--- config.mk ---
export PLATFORM = sky130hd
export DESIGN_NAME = led_pwm_blink_controller
export DESIGN_NICKNAME = d
export VERILOG_FILES = /design/src/design/led_pwm_pkg.sv /design/src/design/led_pwm_blink_controller.sv
export SDC_FILE = /design/constraint.sdc
export NUM_CORES = 2
export LEC_CHECK = 0
export BUFFER_PORTS_ARGS = -buffer_cell sky130_fd_sc_hd__buf_2
export CORE_MARGIN = 2
export CORE_UTILIZATION = 32
export DETAILED_ROUTE_END_ITERATION = 12
export GPL_TIMING_DRIVEN = 0
export PLACE_DENSITY_LB_ADDON = 0.1
export SKIP_LAST_GASP = 1
export SLEW_MARGIN = 40
export SYNTH_ARGS = -nofsm -noshare
export SYNTH_HDL_FRONTEND = slang
export SYNTH_SLANG_ARGS = --single-unit
--- constraint.sdc ---
create_clock -name clk_i -period 6.53 [get_ports clk_i]
set_clock_uncertainty 0.1 [all_clocks]
set_input_delay 1.306 -clock clk_i [delete_from_list [all_inputs] [get_ports clk_i]]
set_output_delay 1.306 -clock clk_i [all_outputs]
set_load 0.03 [all_outputs]
--- src/design/led_pwm_pkg.sv ---
// Shared constants, function codes and field widths of the LED PWM and blink controller.
// No dependencies; imported by the controller top level and its checker.
package led_pwm_pkg;

  localparam int NUM_LEDS       = 8;
  localparam int PWM_PERIOD     = 16;
  localparam int BRIGHTNESS_MAX = 16;

  localparam int PWM_W = (PWM_PERIOD > 1) ? $clog2(PWM_PERIOD) : 1;
  localparam int IDX_W = 3;

  localparam int FUNC_W  = 4;
  localparam int IN_TDATA_W  = 96;
  localparam int OUT_TDATA_W = 64;

  typedef enum logic [FUNC_W-1:0] {
    FUNC_TICK      = 4'd0,
    FUNC_ENABLE    = 4'd1,
    FUNC_DISABLE   = 4'd2,
    FUNC_TOGGLE    = 4'd3,
    FUNC_SET_BRT   = 4'd4,
    FUNC_STEP_BRT  = 4'd5,
    FUNC_BLINK     = 4'd6,
    FUNC_PERIOD    = 4'd7,
    FUNC_THRESHOLD = 4'd8,
    FUNC_READ      = 4'd9
  } func_e;

endpackage

--- src/design/led_pwm_blink_controller.sv ---
// Top level of the LED PWM dimming and blink controller: sequencer, per-LED state
// and the shared per-LED tick unit. Depends on led_pwm_pkg.

// Each input transaction carries a function code in tuser and returns exactly one
// result transaction. A tick walks the LEDs one per cycle through a single step unit
// (blink counter increment, threshold and period compares, run countdown, PWM
// compare) in the tick state, then loads its result in the done state before it
// returns to idle. Every other command reads or updates one LED's settings in the
// command state and then loads its result in the done state. A result that still
// waits on the master side holds the next result back in the done state until it
// is taken. A new transaction is accepted once the block is back in idle, even
// while the previous result still waits on the master side.
// led_pattern reports the pattern from the most recent tick; read fields are zero
// for every code but read, and commands to an LED index at or above NUM_LEDS do
// nothing.
module led_pwm_blink_controller (
  input  logic                                clk_i,
  input  logic                                rst_ni,
  input  logic                                s_axis_tvalid_i,
  output logic                                s_axis_tready_o,
  // [2:0] led_index, [10:3] brightness_value, [18:11] brightness_step,
  // [34:19] on_ticks, [50:35] off_ticks, [58:51] blink_count,
  // [74:59] new_period, [90:75] threshold_ticks, [95:91] zero
  input  logic [led_pwm_pkg::IN_TDATA_W-1:0]  s_axis_tdata_i,
  // [3:0] func
  input  logic [led_pwm_pkg::FUNC_W-1:0]      s_axis_tuser_i,
  output logic                                m_axis_tvalid_o,
  input  logic                                m_axis_tready_i,
  // [7:0] led_pattern, [15:8] enabled_leds, [23:16] blinking_leds,
  // [31:24] read_brightness, [47:32] read_period, [63:48] read_threshold
  output logic [led_pwm_pkg::OUT_TDATA_W-1:0] m_axis_tdata_o
);
  import led_pwm_pkg::*;

  typedef enum logic [1:0] {
    ST_IDLE,
    ST_TICK,
    ST_CMD,
    ST_DONE
  } state_e;

  state_e state_q;

  // latched transaction
  func_e             func_q;
  logic [IDX_W-1:0]  idx_q;
  logic [7:0]        brt_val_q;
  logic signed [7:0] brt_step_q;
  logic [15:0]       on_q;
  logic [15:0]       off_q;
  logic [7:0]        count_q;
  logic [15:0]       period_in_q;
  logic [15:0]       thr_in_q;

  // global state
  logic [PWM_W-1:0] pwm_q;
  logic [7:0]       en_q, en_d;
  logic [7:0]       blink_q, blink_d;
  logic [7:0]       repeat_q;
  logic [7:0]       last_pat_q;
  logic [7:0]       pat_q, pat_d;
  logic [IDX_W-1:0] led_cnt_q;

  // per-LED state
  logic [7:0]  brt_q    [NUM_LEDS];
  logic [15:0] btick_q  [NUM_LEDS];
  logic [15:0] bperiod_q[NUM_LEDS];
  logic [15:0] thr_q    [NUM_LEDS];
  logic [7:0]  cycles_q [NUM_LEDS];

  // read results
  logic [7:0]  rd_brt_q;
  logic [15:0] rd_period_q;
  logic [15:0] rd_thr_q;

  logic                   out_valid_q;
  logic [OUT_TDATA_W-1:0] out_data_q;

  logic             accept;
  logic [IDX_W-1:0] addr;
  logic             idx_ok;
  logic [7:0]       addr_bit;
  logic             last_led;

  // shared step unit
  logic [7:0]        cur_brt;
  logic [15:0]       cur_tick;
  logic [15:0]       cur_period;
  logic [15:0]       cur_thr;
  logic [7:0]        cur_cycles;
  logic              cur_blink;
  logic [15:0]       tick_inc;
  logic              tick_wrap;
  logic [7:0]        cycles_dec;
  logic              run_end;
  logic              led_dark;
  logic signed [9:0] brt_sum;
  logic [7:0]        brt_sat;
  logic [PWM_W-1:0]  pwm_next;

  assign accept          = s_axis_tvalid_i && s_axis_tready_o;
  assign s_axis_tready_o = (state_q == ST_IDLE);
  assign m_axis_tvalid_o = out_valid_q;
  assign m_axis_tdata_o  = out_data_q;

  assign addr     = (state_q == ST_TICK) ? led_cnt_q : idx_q;
  assign idx_ok   = ({1'b0, idx_q} < (IDX_W + 1)'(NUM_LEDS));
  assign addr_bit = 8'(1) << addr;
  assign last_led = (led_cnt_q == IDX_W'(NUM_LEDS - 1));

  assign pwm_next = (pwm_q == PWM_W'(PWM_PERIOD - 1)) ? '0 : pwm_q + PWM_W'(1);

  always_comb begin
    cur_brt    = brt_q[addr];
    cur_tick   = btick_q[addr];
    cur_period = bperiod_q[addr];
    cur_thr    = thr_q[addr];
    cur_cycles = cycles_q[addr];
    cur_blink  = blink_q[addr];

    tick_inc   = cur_tick + 16'd1;
    tick_wrap  = (tick_inc == cur_period);
    cycles_dec = repeat_q[addr] ? cur_cycles : cur_cycles - 8'd1;
    run_end    = cur_blink && tick_wrap && (cycles_dec == 8'd0);
    led_dark   = (cur_blink && ((tick_inc >= cur_thr) || run_end))
                 || (cur_brt <= 8'(pwm_q));

    brt_sum = $signed({2'b00, cur_brt}) + $signed({{2{brt_step_q[7]}}, brt_step_q});
    if (brt_sum[9]) begin
      brt_sat = 8'd0;
    end else if (brt_sum > $signed(10'(BRIGHTNESS_MAX))) begin
      brt_sat = 8'(BRIGHTNESS_MAX);
    end else begin
      brt_sat = brt_sum[7:0];
    end
  end

  // mask updates from the tick step and from enable, disable, toggle and blink commands
  always_comb begin
    en_d    = en_q;
    blink_d = blink_q;
    pat_d   = pat_q;
    if (accept && func_e'(s_axis_tuser_i) == FUNC_TICK) begin
      // start every tick with all LEDs lit
      pat_d = '1;
    end else if (state_q == ST_TICK) begin
      pat_d = led_dark ? (pat_q & ~addr_bit) : (pat_q | addr_bit);
      if (run_end) begin
        en_d    = en_q & ~addr_bit;
        blink_d = blink_q & ~addr_bit;
      end
    end else if (state_q == ST_CMD && idx_ok) begin
      unique case (func_q)
        FUNC_ENABLE:  en_d    = en_q | addr_bit;
        FUNC_DISABLE: en_d    = en_q & ~addr_bit;
        FUNC_TOGGLE:  en_d    = en_q ^ addr_bit;
        FUNC_BLINK:   blink_d = blink_q | addr_bit;
        default: ;
      endcase
    end
  end

  always_ff @(posedge clk_i or negedge rst_ni) begin
    if (!rst_ni) begin
      state_q     <= ST_IDLE;
      func_q      <= FUNC_TICK;
      idx_q       <= '0;
      brt_val_q   <= '0;
      brt_step_q  <= '0;
      on_q        <= '0;
      off_q       <= '0;
      count_q     <= '0;
      period_in_q <= '0;
      thr_in_q    <= '0;
      pwm_q       <= '0;
      en_q        <= '0;
      blink_q     <= '0;
      repeat_q    <= '0;
      last_pat_q  <= '0;
      pat_q       <= '0;
      led_cnt_q   <= '0;
      rd_brt_q    <= '0;
      rd_period_q <= '0;
      rd_thr_q    <= '0;
      out_valid_q <= 1'b0;
      out_data_q  <= '0;
      for (int i = 0; i < NUM_LEDS; i++) begin
        brt_q[i]     <= '0;
        btick_q[i]   <= '0;
        bperiod_q[i] <= '0;
        thr_q[i]     <= '0;
        cycles_q[i]  <= '0;
      end
    end else begin
      en_q    <= en_d;
      blink_q <= blink_d;
      pat_q   <= pat_d;

      if (state_q == ST_DONE && (!out_valid_q || m_axis_tready_i)) begin
        out_valid_q <= 1'b1;
      end else if (m_axis_tready_i) begin
        out_valid_q <= 1'b0;
      end

      unique case (state_q)
        ST_IDLE: begin
          if (accept) begin
            func_q      <= func_e'(s_axis_tuser_i);
            idx_q       <= s_axis_tdata_i[2:0];
            brt_val_q   <= s_axis_tdata_i[10:3];
            brt_step_q  <= s_axis_tdata_i[18:11];
            on_q        <= s_axis_tdata_i[34:19];
            off_q       <= s_axis_tdata_i[50:35];
            count_q     <= s_axis_tdata_i[58:51];
            period_in_q <= s_axis_tdata_i[74:59];
            thr_in_q    <= s_axis_tdata_i[90:75];
            rd_brt_q    <= '0;
            rd_period_q <= '0;
            rd_thr_q    <= '0;
            if (func_e'(s_axis_tuser_i) == FUNC_TICK) begin
              pwm_q     <= pwm_next;
              led_cnt_q <= '0;
              state_q   <= ST_TICK;
            end else begin
              state_q <= ST_CMD;
            end
          end
        end

        ST_TICK: begin
          if (cur_blink) begin
            btick_q[addr] <= tick_wrap ? 16'd0 : tick_inc;
            if (tick_wrap) begin
              cycles_q[addr] <= cycles_dec;
            end
          end
          if (last_led) begin
            last_pat_q <= pat_d & en_d;
            state_q    <= ST_DONE;
          end else begin
            led_cnt_q <= led_cnt_q + IDX_W'(1);
          end
        end

        ST_CMD: begin
          if (idx_ok) begin
            unique case (func_q)
              FUNC_SET_BRT:   brt_q[addr] <= brt_val_q;
              FUNC_STEP_BRT:  brt_q[addr] <= brt_sat;
              FUNC_BLINK: begin
                bperiod_q[addr] <= on_q + off_q;
                thr_q[addr]     <= on_q;
                btick_q[addr]   <= '0;
                if (count_q == 8'd0) begin
                  cycles_q[addr] <= 8'd1;
                  repeat_q       <= repeat_q | addr_bit;
                end else begin
                  cycles_q[addr] <= count_q;
                  repeat_q       <= repeat_q & ~addr_bit;
                end
              end
              FUNC_PERIOD:    bperiod_q[addr] <= period_in_q;
              FUNC_THRESHOLD: thr_q[addr]     <= thr_in_q;
              FUNC_READ: begin
                rd_brt_q    <= cur_brt;
                rd_period_q <= cur_period;
                rd_thr_q    <= cur_thr;
              end
              default: ;
            endcase
          end
          state_q <= ST_DONE;
        end

        ST_DONE: begin
          // hold until the previous result has left the output register
          if (!out_valid_q || m_axis_tready_i) begin
            out_data_q <= {rd_thr_q, rd_period_q, rd_brt_q, blink_q, en_q, last_pat_q};
            state_q    <= ST_IDLE;
          end
        end

        default: state_q <= ST_IDLE;
      endcase
    end
  end

endmodule

**Word-level counts from Yosys, hierarchy flattened**

Cells that the tools add are included.

- Output and inout port bits: 66
- Logic and storage cells: 236
- Register bits after elaboration: 761
- Bits of input ports: 104

- Equal/unequal tests: 25
- Magnitude comparators: 6
- Shift operators: 1
- Multiplexer cells: 81
- Reductions and logical operators: 37
- Bitwise logic cells: 18
- $add $sub $neg: 6

Operators with widths:

| cell | count |
|---|---|
| 128-bit one-hot mux with 2 select lines | 3 |
| 128-bit bitwise mux | 5 |
| 64-bit bitwise mux | 4 |
| 128-bit 2-to-1 mux | 2 |
| 64-bit 2-to-1 mux | 4 |
| 64-bit one-hot mux with 2 select lines | 2 |
| 16-bit 2-to-1 mux | 11 |
| 8-bit 2-to-1 mux | 22 |
| 16-bit binary-select mux with 3-bit select | 3 |
| 128-bit bitwise AND | 1 |
| 128-bit NOT | 1 |
| 16-bit one-hot mux with 2 select lines | 2 |
| 56-bit bitwise AND | 1 |
| 56-bit NOT | 1 |
| 8-bit binary-select mux with 3-bit select | 2 |
| 16-bit demux with 3-bit select | 1 |
| 8-bit bitwise AND | 5 |
| 8-bit OR | 5 |
| 8-bit demux with 3-bit select | 1 |
| 8-bit one-hot mux with 3 select lines | 1 |
| 16-bit by 1-bit adder with 16-bit output (second input constant) | 1 |
| 16-bit adder | 1 |
| 16-bit equality test | 1 |
| 4-bit by 3-bit equality test with 1-bit output (second input constant) | 4 |
| other kinds (41) | 90 |

**Depth between registers and ports, before layout**

- Word-level depth: 17
- Gate-level depth with buffers: 29
- Gate-level depth less buffers: 23

**Worst setup path after synthesis**

Ideal clock, no wire load.

- Path kind: register -> register
- From: register state_q[1]
- To: register last_pat_q[3]
- Period minus slack after synthesis: 6.670 ns
- Stages on the path, launching flop included: 28
- Buffers on the path: 8
- Required time: 6.365 ns
- Library setup time: 0.065 ns
- Setup slack: -0.140 ns
- Arrival: 6.505 ns
- Path through: dfrtp_1 > inv_1 > ha_1 > buf_6 > mux2_1 > buf_2 > buf_4 > buf_2 > buf_1 > clkbuf_1 > buf_1 > mux4_2 > nand2_1 > nand2_1 > ha_1 > nand2b_1 > a21o_1 > a21o_1 > a211oi_1 > o21bai_1 > a211oi_1 > o21ai_0 > a211oi_1 > o31ai_1 > or2_2 > buf_2 > o31ai_1 > o211a_1

- Cells in the longest elaborated chain, start to end: 17
- Elaborated cells between the ends (all ways): 55
- Those cells by class: 2 x add/sub; 2 x order compare; 3 x eq/ne; 1 x shift; 29 x mux; 8 x bitwise; 10 x reduce/logical

Ends and longest elaborated chain:

| what | RTL line | text |
|---|---|---|
| start, declared | led_pwm_blink_controller.sv:42 | `state_e state_q;` |
| start signal, assigned | led_pwm_blink_controller.sv:165 | `state_q <= ST_IDLE;` |
| start signal, assigned | led_pwm_blink_controller.sv:223 | `state_q <= ST_TICK;` |
| start signal, assigned | led_pwm_blink_controller.sv:225 | `state_q <= ST_CMD;` |
| branches (longest 15 deep; another with 16-bit by 1-bit adder with 16-bit output) | n/a |  |
| 8-bit 2-to-1 mux * | led_pwm_blink_controller.sv:143 | `if (accept && func_e'(s_axis_tuser_i) == FUNC_TICK) begin` |
| named net pat_d[3] | led_pwm_blink_controller.sv:61 | `logic [7:0] pat_q, pat_d;` |
| 8-bit bitwise AND * | led_pwm_blink_controller.sv:238 | `last_pat_q <= pat_d & en_d;` |
| end signal, assigned | led_pwm_blink_controller.sv:238 |  |
| end, declared | led_pwm_blink_controller.sv:60 | `logic [7:0] last_pat_q;` |

Mark *: on every way through the listed nets, which the timed path passes. The select of a mux whose other input is x is not followed.
A chain may end at the register's enable or synchronous reset.

**Final worst setup path**

Ends and elaborated chain as after synthesis.

==> metrics.cfg <==
[cells_and_area]
area_growth_pct=18.6
regArea_sq_um=19000
instances_no_fill=5368
utilization_pct=38.3
nNetsFinal=3943
nFillCells=11548
multi_input_area_sq_um=17800
layout-drive-gt1-share_pct=24.4

[detailed_routing]
viasPerCell=5.41
drtIter0Drc=2181
routed_wl_mm=143
wire_per_inst_microns=26.6
drc=0
ant_nets=0
num_vias=29056
first_pass_iters=7

[global_routing]
overflow=0
track_usage_pct=23.6
grt_pass1_vias=28807
antenna_found_initial=4
grt_max_degree=100
grt_pass1_wl_mm=210

[floorplan]
die_h_microns=347
num_rows=125
start_util_pct=32.3
core_area_sq_um=116000
die_w_microns=347
die_area_sq_um=120000
design.portCount=170

[synthesis]
synth_most_common_cell=dfrtp_1
synth_edf_count=0
async_flop_share_pct=100
netlist_instances=3485
ys_top_cells_by_count=761 x dfrtp_1, 553 x nand2_1, 383 x o21ai_0
synth_nets=3661
syn_area_sq_um=37500
ys.flop_type=dfrtp_1
yosys_warnings=0
yosys.area.top_type=dfrtp_1
synth-seq-area-share_pct=50.7
synth_area_leaders=dfrtp_1 51%, mux2_2 8.7%, mux4_2 5.6%
yosys.cell_types.count=91
synth.avg_cell_area_sq_um=10.8
synth_top_area_share_pct=50.7
synth_seq_cells=761

[clock_network]
clk_path_buf_depth=3
cts_tree=yes
cts_root_buffer=clkbuf_16
clk_pin_slew_worst_paths_ns=0.06
cts_made_buffers=91
htreeDepth=3
hold_buffers=0
insertion_delay_ns=0.67
clkSinkCount=761

[sta]
worst_slack_ns=0.191
setup_violations=0
drv_slew=0
relSlewSlack_pct=36.5
hold_violations=0
whs_ns=0.373
rsz0062_at_grt=no
max_freq_mhz=158
fin_crit_ns=6.34
tightest_slew_ns=0.952
period_share_pct=97.1

[place]
detailed_place_hpwl_mm=102
portBuffers=164
pre_cts_slack_ns=-2.82
dp_cells=5188
place_congestion=0.887

[worst_setup_path]
reg2reg_from=state_q[1]
rrSetupSlack_ns=0.19
crit_path_end_kind=register
reg2reg_to=last_pat_q[3]
start_kind=register
crit_arrival_ns=6.85
crit_path_max_fanout=10
worstRegToRegCells=22
path_class=reg2reg
required_ns=7.04

[pwr]
powerDensity_nw_per_um2=619
vdd_ir_drop_max_mv=0.271
leakagePower_nw=20.2
fin_total_pwr_w=0.0276

[hold_path]
holdPathEnd=m_axis_tdata_o[13]
hold_path_startpoint=m_axis_tdata_o[13]
min_path_cells=2
hp-class=reg2reg

[flow_run]
cap_violations=0

[outcome]
status=finished clean

[layout by cell type (no fill, tap or decap), types with 10 or more instances in the layout]
master / n
a21o_1: 12
a21oi_1: 177
a22o_1: 86
and2_1: 13
and3_1: 15
buf_1: 10
buf_16: 10
buf_2: 181
buf_4: 35
buf_6: 15
clkbuf_1: 153
clkbuf_16: 93
clkbuf_2: 27
clkbuf_8: 25
clkinv_2: 12
dfrtp_1: 761
ha_1: 69
inv_1: 62
mux2_2: 289
mux2i_1: 70
mux2i_2: 16
mux4_2: 94
nand2_1: 553
nand2b_1: 23
nand3_1: 51
nor2_1: 185
nor2b_1: 20
nor3_1: 16
o21ai_0: 380
o21ai_1: 12
o21ai_2: 10
o22ai_1: 19
o31ai_1: 17
or2_2: 11
xnor2_1: 26
xor2_1: 12
[layer usage]
| metal | up-vias | GRT usage [%] | share of wire, % |
|---|---|---|---|
| met3 | 176 | 3.29 | 5.2 |
| met2 | 833 | 35.8 | 44 |
| met5 | - | 0 | 0 |
| met1 | 14995 | 35.1 | 48 |
| met4 | 0 | 6.48 | 2.5 |
| li1 | 13052 | - | - |
[report_power, final]
group,total [W],switching (W),internal (W)
Clock,0.00518,0.00216,0.00302
Combinational,0.0149,0.00957,0.00530
Sequential,0.00753,0.00115,0.00637
[state kept, by name (all words and copies together) (netlist names), 2 cells and up, named ones only]
register,count
rd_brt_q,8
brt_q,64
rd_period_q,16
on_q,16
period_in_q,16
bperiod_q,128
thr_in_q,16
idx_q,3
m_axis_tdata_o,64
cycles_q,64
state_q,2
count_q,8
func_q,4
btick_q,128
brt_step_q,8
rd_thr_q,16
thr_q,128
brt_val_q,8
off_q,16
en_q,8
led_cnt_q,3
last_pat_q,8
pwm_q,4
pat_q,8
[per-stage QoR]
| step | instance area (sq um) | setup TNS (ns) |
|---|---|---|
| floorplan | 37500 | 0 |
| global placement | 40300 | - |
| detailed placement | 40800 | -279.40 |
| CTS | 44300 | 0 |
| global route | 44500 | 0 |
| finish | 44500 | 0 |
[worst max path at each step]
stage | start | end | cells past startpoint
floorplan | state_q[1] | last_pat_q[3] | 28
global placement | rst_ni | bperiod_q[24] | 1
detailed placement | state_q[1] | brt_q[42] | 29
CTS | state_q[1] | last_pat_q[6] | 28
global route | state_q[1] | btick_q[41] | 19
finish | state_q[1] | last_pat_q[3] | 22
[final cells by class]
class | count | share of cell area [%]
Tap cell | 1524 | 4.28
Inverter | 62 | 0.523
Timing Repair Buffer | 200 | 3.00
Clock buffer | 142 | 6.11
Multi-Input combinational cell | 2432 | 40.1
Sequential cell | 761 | 42.8
Clock inverter | 25 | 0.624
Buffer | 219 | 2.60
Antenna cell | 3 | 0.0169
[cell families (layout without fill, tap and decap cells)]
kind of cell | Yosys count | in the layout | share of synthesized area [%]
multiplexers | 475 | 475 | 16.8
AO/OA/AOI/OAI | 852 | 852 | 13.8
other | 0 | 3 | 0
flip-flops | 761 | 761 | 50.7
adder cells (fa/ha/maj) | 72 | 72 | 2.44
AND/OR/NAND/NOR | 979 | 979 | 11.6
buffers and inverters | 292 | 648 | 3.16
XOR/XNOR | 54 | 54 | 1.56
[timing repair]
action	4_1_cts	5_1_grt
gates resized for setup	88	46
endpoints found under the hold margin	0	0
buffers inserted	16	5
setup endpoints to repair	272	246
pin swaps	11	9
[critical path: stages (launching register included)]
cell	delay (ns)
dfrtp_1	0.42
inv_1	0.12
ha_1	0.17
buf_6	0.15
mux2_1	0.33
buf_4	0.20
nand2_1	0.25
buf_6	0.25
o221ai_1	0.25
o22ai_4	0.40
nand3_2	0.22
or4_1	0.66
xor2_2	0.27
ha_1	0.27
and3_1	0.20
a2111oi_1	0.38
o21ai_1	0.17
a211oi_2	0.27
o31ai_2	0.16
or2_2	0.34
buf_2	0.19
o31ai_2	0.28
o211a_1	0.19
Note: power is estimated with default switching activity, not from simulation.
